$ cat config.mk
export PLATFORM = sky130hd
export DESIGN_NAME = packbits_plane_decoder_flat
export DESIGN_NICKNAME = d
export VERILOG_FILES = /design/src/pbd_pkg.sv /design/src/pbd_if.sv /design/src/pbd_ctrl.sv /design/src/pbd_datapath.sv /design/src/packbits_plane_decoder.sv /design/src/flat_wrapper.sv
export SDC_FILE = /design/constraint.sdc
export NUM_CORES = 1
export LEC_CHECK = 0
export BUFFER_PORTS_ARGS = -buffer_cell sky130_fd_sc_hd__buf_2
export CORE_MARGIN = 10
export CORE_UTILIZATION = 55
export CTS_CLUSTER_SIZE = 20
export DETAILED_ROUTE_END_ITERATION = 8
export GPL_TIMING_DRIVEN = 0
export HOLD_SLACK_MARGIN = 0.15
export PLACE_DENSITY = 0.84
export SYNTH_ARGS = -nofsm -noshare
export SYNTH_HDL_FRONTEND = slang
export SYNTH_HIERARCHICAL = 1
export SYNTH_SLANG_ARGS = --single-unit
$ cat constraint.sdc
create_clock -name clk -period 8.8 [get_ports clk]
set_input_delay 1.76 -clock clk [delete_from_list [all_inputs] [get_ports clk]]
set_output_delay 1.76 -clock clk [all_outputs]
set_load 0.01 [all_outputs]
$ cat src/pbd_pkg.sv
package pbd_pkg;

    localparam int BYTE_W         = 8;
    localparam int COUNT_W        = 8;
    localparam int PLANE_PIXELS_W = 25;
    localparam int CHANNEL_W      = 2;
    localparam int APB_DATA_W     = 32;
    localparam int APB_ADDR_W     = 3;

    // register index taken from paddr[2]
    localparam logic REG_PLANE_PIXELS  = 1'b0;
    localparam logic REG_CHANNEL_INDEX = 1'b1;

    localparam logic [PLANE_PIXELS_W-1:0] PLANE_PIXELS_RESET = 25'd1;

    localparam logic [BYTE_W-1:0] HDR_SKIP = 8'h80;
    localparam logic [BYTE_W:0]   RUN_BASE = 9'd257;

    typedef enum logic [1:0] {
        MODE_HEADER  = 2'd0,
        MODE_LITERAL = 2'd1,
        MODE_RUN     = 2'd2
    } pbd_mode_t;

    typedef enum logic {
        ST_IDLE,
        ST_RUN
    } pbd_state_t;

    typedef struct packed {
        logic accept;
        logic run_step;
    } pbd_cmd_t;

    typedef struct packed {
        logic out_free;
        logic run_start;
        logic run_end;
    } pbd_status_t;

endpackage

$ cat src/pbd_if.sv
interface pbd_byte_if;
    import pbd_pkg::*;

    logic              valid;
    logic              ready;
    logic [BYTE_W-1:0] data_byte;
    logic              start_plane;

    modport source (output valid, output data_byte, output start_plane, input ready);
    modport sink   (input valid, input data_byte, input start_plane, output ready);
endinterface

interface pbd_pixel_if #(
    parameter int PIXEL_INDEX_BITS = 24
);
    import pbd_pkg::*;

    logic                        valid;
    logic                        ready;
    logic [PIXEL_INDEX_BITS-1:0] pixel_index;
    logic [BYTE_W-1:0]           byte_first;
    logic [BYTE_W-1:0]           byte_second;
    logic                        second_valid;
    logic [CHANNEL_W-1:0]        lane;
    logic                        run_last;
    logic                        plane_done;
    logic                        overrun;

    modport source (
        output valid, output pixel_index, output byte_first, output byte_second,
        output second_valid, output lane, output run_last, output plane_done,
        output overrun, input ready
    );
    modport sink (
        input valid, input pixel_index, input byte_first, input byte_second,
        input second_valid, input lane, input run_last, input plane_done,
        input overrun, output ready
    );
endinterface

$ cat src/pbd_ctrl.sv
module pbd_ctrl
    import pbd_pkg::*;
(
    input  logic        clk,
    input  logic        rst_n,
    input  logic        in_valid,
    output logic        in_ready,
    input  pbd_status_t status,
    output pbd_cmd_t    cmd
);

    pbd_state_t state_reg;
    pbd_state_t state_next;

    always_comb
    begin
        state_next = state_reg;
        case (state_reg)
            ST_IDLE:
            begin
                if (in_valid && status.out_free && status.run_start)
                begin
                    state_next = ST_RUN;
                end
            end
            ST_RUN:
            begin
                if (status.out_free && status.run_end)
                begin
                    state_next = ST_IDLE;
                end
            end
            default:
            begin
                state_next = ST_IDLE;
            end
        endcase
    end

    always_comb
    begin
        in_ready     = 1'b0;
        cmd.accept   = 1'b0;
        cmd.run_step = 1'b0;
        case (state_reg)
            ST_IDLE:
            begin
                in_ready   = status.out_free;
                cmd.accept = in_valid && status.out_free;
            end
            ST_RUN:
            begin
                cmd.run_step = status.out_free;
            end
            default:
            begin
                in_ready = 1'b0;
            end
        endcase
    end

    always_ff @(posedge clk or negedge rst_n)
    begin
        if (!rst_n)
        begin
            state_reg <= ST_IDLE;
        end
        else
        begin
            state_reg <= state_next;
        end
    end

endmodule

$ cat src/pbd_datapath.sv
module pbd_datapath
    import pbd_pkg::*;
#(
    parameter int PIXEL_INDEX_BITS = 24
)
(
    input  logic                        clk,
    input  logic                        rst_n,
    input  logic [BYTE_W-1:0]           data_byte,
    input  logic                        start_plane,
    input  logic [PLANE_PIXELS_W-1:0]   plane_pixels,
    input  logic [CHANNEL_W-1:0]        channel_index,
    input  pbd_cmd_t                    cmd,
    output pbd_status_t                 status,
    input  logic                        out_ready,
    output logic                        out_valid,
    output logic [PIXEL_INDEX_BITS-1:0] pixel_index,
    output logic [BYTE_W-1:0]           byte_first,
    output logic [BYTE_W-1:0]           byte_second,
    output logic                        second_valid,
    output logic [CHANNEL_W-1:0]        lane,
    output logic                        run_last,
    output logic                        plane_done,
    output logic                        overrun
);

    localparam int IW = PIXEL_INDEX_BITS + 1;
    localparam int LW = (IW > PLANE_PIXELS_W) ? IW : PLANE_PIXELS_W;

    // decoder state
    pbd_mode_t           mode_reg, mode_next;
    logic [COUNT_W-1:0]  bytes_left_reg, bytes_left_next;
    logic [COUNT_W-1:0]  run_length_reg, run_length_next;
    logic [IW-1:0]       next_pixel_reg, next_pixel_next;
    logic                finished_reg, finished_next;

    // run emission
    logic [COUNT_W-1:0]  rem_reg, rem_next;
    logic                run_done_reg, run_done_next;
    logic                run_ovr_reg, run_ovr_next;
    logic [BYTE_W-1:0]   run_byte_reg, run_byte_next;

    // output register
    logic                        out_valid_reg, out_valid_next;
    logic [PIXEL_INDEX_BITS-1:0] pix_reg, pix_next;
    logic [BYTE_W-1:0]           b0_reg, b0_next;
    logic [BYTE_W-1:0]           b1_reg, b1_next;
    logic                        sv_reg, sv_next;
    logic [CHANNEL_W-1:0]        lane_reg, lane_next;
    logic                        last_reg, last_next;
    logic                        done_reg, done_next;
    logic                        ovr_reg, ovr_next;

    pbd_mode_t          eff_mode;
    logic [COUNT_W-1:0] eff_bl;
    logic [COUNT_W-1:0] eff_rl;
    logic [IW-1:0]      eff_pix;
    logic               eff_fin;
    logic [LW-1:0]      pp_ext;
    logic [LW-1:0]      cap_ext;
    logic [IW-1:0]      limit;
    logic               past_end;
    logic [IW-1:0]      avail;
    logic [IW-1:0]      rl_ext;
    logic               run_ovr;
    logic [COUNT_W-1:0] run_n;
    logic               lit_done;
    logic [COUNT_W-1:0] bl_dec;
    logic [COUNT_W-1:0] step;
    logic               step_last;
    logic               load;

    always_comb
    begin
        // start_plane restarts the decoder before this byte is looked at
        eff_mode = start_plane ? MODE_HEADER : mode_reg;
        eff_bl   = start_plane ? '0 : bytes_left_reg;
        eff_rl   = start_plane ? '0 : run_length_reg;
        eff_pix  = start_plane ? '0 : next_pixel_reg;
        eff_fin  = start_plane ? 1'b0 : finished_reg;

        pp_ext  = LW'(plane_pixels);
        cap_ext = LW'(1) << PIXEL_INDEX_BITS;
        limit   = (pp_ext > cap_ext) ? cap_ext[IW-1:0] : pp_ext[IW-1:0];

        past_end = eff_fin || (eff_pix >= limit);
        avail    = limit - eff_pix;
        rl_ext   = IW'(eff_rl);
        run_ovr  = rl_ext > avail;
        run_n    = run_ovr ? avail[COUNT_W-1:0] : eff_rl;
        lit_done = (eff_pix + IW'(1)) >= limit;
        bl_dec   = (eff_bl != '0) ? (eff_bl - COUNT_W'(1)) : '0;

        step      = (rem_reg > COUNT_W'(1)) ? COUNT_W'(2) : COUNT_W'(1);
        step_last = rem_reg <= COUNT_W'(2);

        status.out_free  = !out_valid_reg || out_ready;
        status.run_start = !past_end && (eff_mode == MODE_RUN);
        status.run_end   = step_last;
    end

    always_comb
    begin
        mode_next       = mode_reg;
        bytes_left_next = bytes_left_reg;
        run_length_next = run_length_reg;
        next_pixel_next = next_pixel_reg;
        finished_next   = finished_reg;
        rem_next        = rem_reg;
        run_done_next   = run_done_reg;
        run_ovr_next    = run_ovr_reg;
        run_byte_next   = run_byte_reg;

        load      = 1'b0;
        pix_next  = pix_reg;
        b0_next   = b0_reg;
        b1_next   = b1_reg;
        sv_next   = sv_reg;
        lane_next = lane_reg;
        last_next = last_reg;
        done_next = done_reg;
        ovr_next  = ovr_reg;

        if (cmd.accept)
        begin
            mode_next       = eff_mode;
            bytes_left_next = eff_bl;
            run_length_next = eff_rl;
            next_pixel_next = eff_pix;
            finished_next   = eff_fin;
            if (past_end)
            begin
                load      = 1'b1;
                pix_next  = '0;
                b0_next   = '0;
                b1_next   = '0;
                sv_next   = 1'b0;
                lane_next = channel_index;
                last_next = 1'b1;
                done_next = 1'b1;
                ovr_next  = 1'b1;
            end
            else
            begin
                case (eff_mode)
                    MODE_LITERAL:
                    begin
                        load            = 1'b1;
                        pix_next        = eff_pix[PIXEL_INDEX_BITS-1:0];
                        b0_next         = data_byte;
                        b1_next         = '0;
                        sv_next         = 1'b0;
                        lane_next       = channel_index;
                        last_next       = 1'b1;
                        done_next       = lit_done;
                        ovr_next        = 1'b0;
                        next_pixel_next = eff_pix + IW'(1);
                        finished_next   = lit_done;
                        bytes_left_next = bl_dec;
                        mode_next       = (bl_dec == '0) ? MODE_HEADER : MODE_LITERAL;
                    end
                    MODE_RUN:
                    begin
                        // hand the run to the emission loop
                        run_byte_next   = data_byte;
                        rem_next        = run_n;
                        run_done_next   = !(rl_ext < avail);
                        run_ovr_next    = run_ovr;
                        mode_next       = MODE_HEADER;
                        run_length_next = '0;
                    end
                    default:
                    begin
                        if (data_byte < HDR_SKIP)
                        begin
                            bytes_left_next = data_byte + COUNT_W'(1);
                            mode_next       = MODE_LITERAL;
                        end
                        else if (data_byte > HDR_SKIP)
                        begin
                            run_length_next = COUNT_W'(RUN_BASE - {1'b0, data_byte});
                            mode_next       = MODE_RUN;
                        end
                        else
                        begin
                            mode_next = MODE_HEADER;
                        end
                    end
                endcase
            end
        end
        else if (cmd.run_step)
        begin
            load            = 1'b1;
            pix_next        = next_pixel_reg[PIXEL_INDEX_BITS-1:0];
            b0_next         = run_byte_reg;
            b1_next         = (rem_reg > COUNT_W'(1)) ? run_byte_reg : '0;
            sv_next         = rem_reg > COUNT_W'(1);
            lane_next       = channel_index;
            last_next       = step_last;
            done_next       = step_last && run_done_reg;
            ovr_next        = step_last && run_ovr_reg;
            next_pixel_next = next_pixel_reg + IW'(step);
            rem_next        = rem_reg - step;
            if (step_last)
            begin
                finished_next = run_done_reg;
            end
        end

        if (load)
        begin
            out_valid_next = 1'b1;
        end
        else if (out_ready)
        begin
            out_valid_next = 1'b0;
        end
        else
        begin
            out_valid_next = out_valid_reg;
        end
    end

    always_ff @(posedge clk or negedge rst_n)
    begin
        if (!rst_n)
        begin
            mode_reg       <= MODE_HEADER;
            bytes_left_reg <= '0;
            run_length_reg <= '0;
            next_pixel_reg <= '0;
            finished_reg   <= 1'b0;
            rem_reg        <= '0;
            run_done_reg   <= 1'b0;
            run_ovr_reg    <= 1'b0;
            out_valid_reg  <= 1'b0;
        end
        else
        begin
            mode_reg       <= mode_next;
            bytes_left_reg <= bytes_left_next;
            run_length_reg <= run_length_next;
            next_pixel_reg <= next_pixel_next;
            finished_reg   <= finished_next;
            rem_reg        <= rem_next;
            run_done_reg   <= run_done_next;
            run_ovr_reg    <= run_ovr_next;
            out_valid_reg  <= out_valid_next;
        end
    end

    always_ff @(posedge clk)
    begin
        run_byte_reg <= run_byte_next;
        pix_reg      <= pix_next;
        b0_reg       <= b0_next;
        b1_reg       <= b1_next;
        sv_reg       <= sv_next;
        lane_reg     <= lane_next;
        last_reg     <= last_next;
        done_reg     <= done_next;
        ovr_reg      <= ovr_next;
    end

    assign out_valid    = out_valid_reg;
    assign pixel_index  = pix_reg;
    assign byte_first   = b0_reg;
    assign byte_second  = b1_reg;
    assign second_valid = sv_reg;
    assign lane         = lane_reg;
    assign run_last     = last_reg;
    assign plane_done   = done_reg;
    assign overrun      = ovr_reg;

endmodule

$ cat src/packbits_plane_decoder.sv
// PackBits decoder for one channel plane. Compressed bytes enter on the coded
// channel; every decoded byte leaves on the decoded channel with its pixel index
// and the configured byte lane. A header byte gives no result, and a literal
// byte gives one result. A run byte is taken and then holds the input while its
// n pixels leave two per result, n being the run length clipped at the plane
// end; all results pass through one output register, and any stall on the
// decoded channel also holds the input. Once the plane is full, each further
// byte without start_plane gives one result with overrun and plane_done set.
// plane_pixels (address 0) and channel_index (address 4) are to be written over
// APB by the user only while the block is idle; the block does not enforce it.
module packbits_plane_decoder
    import pbd_pkg::*;
#(
    parameter int PIXEL_INDEX_BITS = 24
)
(
    input  logic                  clk,
    input  logic                  rst_n,
    input  logic                  psel,
    input  logic                  penable,
    input  logic                  pwrite,
    input  logic [APB_ADDR_W-1:0] paddr,
    input  logic [APB_DATA_W-1:0] pwdata,
    output logic [APB_DATA_W-1:0] prdata,
    output logic                  pready,
    pbd_byte_if.sink              coded,
    pbd_pixel_if.source           decoded
);

    logic [PLANE_PIXELS_W-1:0] plane_pixels_reg, plane_pixels_next;
    logic [CHANNEL_W-1:0]      channel_index_reg, channel_index_next;
    logic                      cfg_write;

    pbd_cmd_t    cmd;
    pbd_status_t status;

    assign pready    = 1'b1;
    assign cfg_write = psel && penable && pwrite;

    always_comb
    begin
        plane_pixels_next  = plane_pixels_reg;
        channel_index_next = channel_index_reg;
        if (cfg_write)
        begin
            case (paddr[2])
                REG_PLANE_PIXELS:  plane_pixels_next  = pwdata[PLANE_PIXELS_W-1:0];
                REG_CHANNEL_INDEX: channel_index_next = pwdata[CHANNEL_W-1:0];
                default:           plane_pixels_next  = plane_pixels_reg;
            endcase
        end
    end

    always_comb
    begin
        case (paddr[2])
            REG_PLANE_PIXELS:  prdata = APB_DATA_W'(plane_pixels_reg);
            REG_CHANNEL_INDEX: prdata = APB_DATA_W'(channel_index_reg);
            default:           prdata = '0;
        endcase
    end

    always_ff @(posedge clk or negedge rst_n)
    begin
        if (!rst_n)
        begin
            plane_pixels_reg  <= PLANE_PIXELS_RESET;
            channel_index_reg <= '0;
        end
        else
        begin
            plane_pixels_reg  <= plane_pixels_next;
            channel_index_reg <= channel_index_next;
        end
    end

    pbd_ctrl u_ctrl (
        .clk      (clk),
        .rst_n    (rst_n),
        .in_valid (coded.valid),
        .in_ready (coded.ready),
        .status   (status),
        .cmd      (cmd)
    );

    pbd_datapath #(
        .PIXEL_INDEX_BITS (PIXEL_INDEX_BITS)
    ) u_datapath (
        .clk           (clk),
        .rst_n         (rst_n),
        .data_byte     (coded.data_byte),
        .start_plane   (coded.start_plane),
        .plane_pixels  (plane_pixels_reg),
        .channel_index (channel_index_reg),
        .cmd           (cmd),
        .status        (status),
        .out_ready     (decoded.ready),
        .out_valid     (decoded.valid),
        .pixel_index   (decoded.pixel_index),
        .byte_first    (decoded.byte_first),
        .byte_second   (decoded.byte_second),
        .second_valid  (decoded.second_valid),
        .lane          (decoded.lane),
        .run_last      (decoded.run_last),
        .plane_done    (decoded.plane_done),
        .overrun       (decoded.overrun)
    );

endmodule

$ cat src/flat_wrapper.sv
// flat-port wrapper written by rule: the top's interface ports become plain ports
module packbits_plane_decoder_flat import pbd_pkg::*;
#(
    parameter int PIXEL_INDEX_BITS = 24
)
  (clk, rst_n, psel, penable, pwrite, paddr, pwdata, prdata, pready, coded_valid, coded_data_byte, coded_start_plane, coded_ready, decoded_valid, decoded_pixel_index, decoded_byte_first, decoded_byte_second, decoded_second_valid, decoded_lane, decoded_run_last, decoded_plane_done, decoded_overrun, decoded_ready);
  pbd_byte_if coded_i ();
  pbd_pixel_if #(.PIXEL_INDEX_BITS(PIXEL_INDEX_BITS)) decoded_i ();
  input  logic clk;
  input  logic rst_n;
  input  logic psel;
  input  logic penable;
  input  logic pwrite;
  input  logic [APB_ADDR_W-1:0] paddr;
  input  logic [APB_DATA_W-1:0] pwdata;
  output logic [APB_DATA_W-1:0] prdata;
  output logic pready;
  input wire logic [$bits(coded_i.valid)-1:0] coded_valid;
  input wire logic [$bits(coded_i.data_byte)-1:0] coded_data_byte;
  input wire logic [$bits(coded_i.start_plane)-1:0] coded_start_plane;
  output wire logic [$bits(coded_i.ready)-1:0] coded_ready;
  output wire logic [$bits(decoded_i.valid)-1:0] decoded_valid;
  output wire logic [$bits(decoded_i.pixel_index)-1:0] decoded_pixel_index;
  output wire logic [$bits(decoded_i.byte_first)-1:0] decoded_byte_first;
  output wire logic [$bits(decoded_i.byte_second)-1:0] decoded_byte_second;
  output wire logic [$bits(decoded_i.second_valid)-1:0] decoded_second_valid;
  output wire logic [$bits(decoded_i.lane)-1:0] decoded_lane;
  output wire logic [$bits(decoded_i.run_last)-1:0] decoded_run_last;
  output wire logic [$bits(decoded_i.plane_done)-1:0] decoded_plane_done;
  output wire logic [$bits(decoded_i.overrun)-1:0] decoded_overrun;
  input wire logic [$bits(decoded_i.ready)-1:0] decoded_ready;
  assign coded_i.valid = coded_valid;
  assign coded_i.data_byte = coded_data_byte;
  assign coded_i.start_plane = coded_start_plane;
  assign coded_ready = coded_i.ready;
  assign decoded_valid = decoded_i.valid;
  assign decoded_pixel_index = decoded_i.pixel_index;
  assign decoded_byte_first = decoded_i.byte_first;
  assign decoded_byte_second = decoded_i.byte_second;
  assign decoded_second_valid = decoded_i.second_valid;
  assign decoded_lane = decoded_i.lane;
  assign decoded_run_last = decoded_i.run_last;
  assign decoded_plane_done = decoded_i.plane_done;
  assign decoded_overrun = decoded_i.overrun;
  assign decoded_i.ready = decoded_ready;
  packbits_plane_decoder #(.PIXEL_INDEX_BITS(PIXEL_INDEX_BITS)) u_core (.clk(clk), .rst_n(rst_n), .psel(psel), .penable(penable), .pwrite(pwrite), .paddr(paddr), .pwdata(pwdata), .prdata(prdata), .pready(pready), .coded(coded_i), .decoded(decoded_i));
endmodule
==> qor.csv <==
metric,value,unit
async_flop_share,0.606,
min_period_over_period,0.964,
ir_drop,0.155,mV
pwr_density_cell,279,nW/um2
hpwl,24100,um
timing_worst_setup_path_type,primary input to register,
cts_num_sinks,137,
syn-instance-count,1169,
ys_warn_count,6,
period_minus_slack,8.48,ns
cp-end-kind,register,
synthFlopType,dfrtp_1,
drc_errors,0,
rrSetupSlack,2.65,ns
ctsHoldBuffers,0,
min_path_type,register to register,
hold_depth,0,
critPathLaunchType,primary input,
leakagePower,5.30,nW
antenna_found_initial,0,
clk_pin_slew,0.06,ns
critPathMaxFanout,10,
combPwrFrac,0.487,
vias,9599,
maxSlewViolCount,0,
viasPerCell,6.17,
synth_edf_count,54,
overflow,0,
clkPwrFrac,0.204,
ys_ff_latch,137,
setup_tns,0,ns
htreeDepth,4,
drive_above_1_share,0.163,
place_congestion,0.991,
synth_mux_area_frac,0.0439,
slew_headroom,0.327,
post-cts-setup-buffer-count,0,
diodes,0,
start_util,0.561,
p_int,1.92,mW
stdcell_count,1555,
ys_seq_area_frac,0.351,
nets,1422,
wl_per_cell,20.0,um
synth-compound-area-share,0.168,
synth.distinct_cells,89,
synth_xor_area_frac,0.0673,
synth_fa_ha_area_frac,0.0809,
rsz0062_at_grt,false,
power_switching,1.43,mW
r2r-end,u_core/u_datapath/pixel_index[12],
yosysTopAreaCell,dfrtp_1,
synth_commonest_cells,"125 x nand2_1, 82 x dfrtp_1, 81 x nor2b_1",
synth_area_leaders,"dfrtp_1 19%, edfxtp_1 15%, ha_1 7.1%",
drt_iter0_markers,1072,
swShare,0.427,
firstDrtPassIters,6,
startpoint,coded_start_plane,
post-synth-top-count-cell,nand2_1,
maxCapViolCount,0,
synth_top_area_share,0.195,
cts_resized,0,
grt_pass1_wl,49200,um
syn_to_final_growth,13.9,%
skew,0.0115,ns
dp_cells,1523,
drtAntennaViolNets,0,
worstRegToRegCells,17,
gr-usage-all-layers,0.250,
cts_buffers,17,
clk_latency,0.43,ns
worst_pin_slew,1.00,ns
setup_viol,0,
core-area,18800,um2
cts_tree,built,
root_buffer,clkbuf_16,
finalWirelength,31200,um
hold_viol_final,0,
synthSimpleGateAreaFrac,0.238,
outcome,finished clean,
synth_area,10500,um2
p_seq_frac,0.309,
grt_pass1_vias,9045,
critPathCapture,u_core/u_datapath/plane_done,
grt_max_degree,65,
io_pins,132,
max_freq,118,MHz
avgSynthCellArea,9.01,um2
synth_top_family_by_area,simple AND/OR/NAND/NOR gates,
die_x,158,um
die-area,25100,um2
clock_path_buffers,2,
die_y,158,um
num_rows,50,
required,8.94,ns
r2r-start,u_core/plane_pixels_reg[2],
crit_arrival,8.62,ns
port_buffers,113,
power by group through the flow:
stage | Combinational [mW] | Clock (mW) | Sequential, mW
floorplan | 1.10 | 0 | 1.07
finish | 1.63 | 0.685 | 1.04
detailed placement | 1.60 | 0 | 1.04
global route | 1.80 | 0.721 | 1.06
CTS | 1.61 | 0.692 | 1.03
global placement | 1.57 | 0 | 1.04
worst max-delay path: stages:
cell	delay (ns)
buf_2	0.13
buf_6	0.14
clkbuf_1	0.24
inv_1	0.17
clkbuf_1	0.47
clkbuf_1	0.49
nand2_1	0.26
inv_1	0.11
ha_1	0.28
and4b_1	0.22
clkbuf_1	0.32
nand4_1	0.43
nor3_1	0.52
and2_1	0.33
and3_1	0.33
nand4_1	0.26
or3_1	0.43
a21oi_1	0.32
ha_1	0.31
nand4_1	0.12
a211oi_1	0.07
o21ai_0	0.14
o211ai_1	0.11
a31oi_1	0.45
a21oi_1	0.19
per-stage QoR:
stage / hold slack (ns) / cell area, um2 / power (mW) / setup slack [ns] / utilization
2_1_floorplan: 0.436 / 10600 / 2.18 / 2.36 / -
3_3_place_gp: 0.450 / 11400 / 2.61 / 0.293 / 0.608
3_5_place_dp: 0.467 / 11400 / 2.64 / 0.245 / 0.610
4_1_cts: 0.481 / 12000 / 3.34 / 0.640 / 0.640
5_1_grt: 0.506 / 12000 / 3.58 / 0.131 / 0.640
6_report: 0.476 / 12000 / 3.35 / 0.317 / 0.640
worst min path at each step:
| stage | startpoint | end | slack, ns |
|---|---|---|---|
| final | u_core/channel_index_reg[0] | u_core/u_datapath/lane[0] | 0.48 |
| after floorplan | u_core/channel_index_reg[0] | u_core/u_datapath/lane[0] | 0.44 |
| after global placement | u_core/channel_index_reg[0] | u_core/u_datapath/lane[0] | 0.45 |
| after CTS | u_core/channel_index_reg[0] | u_core/u_datapath/lane[0] | 0.48 |
| after global routing | u_core/channel_index_reg[0] | u_core/u_datapath/lane[0] | 0.51 |
| after detailed placement | u_core/channel_index_reg[0] | u_core/u_datapath/lane[0] | 0.47 |
final cells by class:
cell class	instances	area, um2
Multi-Input combinational cell	917	6330
Tap cell	234	293
Timing Repair Buffer	114	596
Buffer	72	343
Clock buffer	17	425
Inverter	49	184
Fill cell	1576	6760
Sequential cell	137	3700
Clock inverter	15	130
routing by layer:
layer	wire (um)	global-route usage	part of all wire	up-vias
met2	14100	0.395	0.45	526
met3	3050	0.0424	0.098	65
met4	692	0.0737	0.022	0
met1	13300	0.343	0.43	4528
li1	-	-	-	4480
met5	0	0	0	-
kinds of logic (layout without fill, tap and decap cells):
kind of cell	count (synthesis)	after routing
and+or+nand+nor	473	473
muxes	35	35
AOI/OAI and AO/OA	253	253
other	2	8
xor gates and xnor gates	81	81
adders and majority gates	67	67
DFF	137	137
buffers and inverters	121	267
placed cells by master (no fill, tap or decap), types with 9 or more instances in the layout:
cell type,count
nor2b_1,81
ha_1,60
nor3_1,27
nand3_1,26
o21a_1,9
mux2_2,10
or3_1,14
nand2_1,125
mux2_4,20
xor2_1,37
a21o_1,20
buf_2,116
nand2b_1,18
buf_4,11
and2_1,14
inv_1,46
nand4_1,22
edfxtp_1,54
a21oi_1,54
a22o_1,17
nor2_1,73
dfrtp_1,82
clkbuf_1,50
a31oi_1,14
clkbuf_16,17
o21ai_0,43
xnor2_1,44
nor4_1,12
o22ai_1,12
o211ai_1,9
and3_1,27
Power figures use the tool's default switching activity.
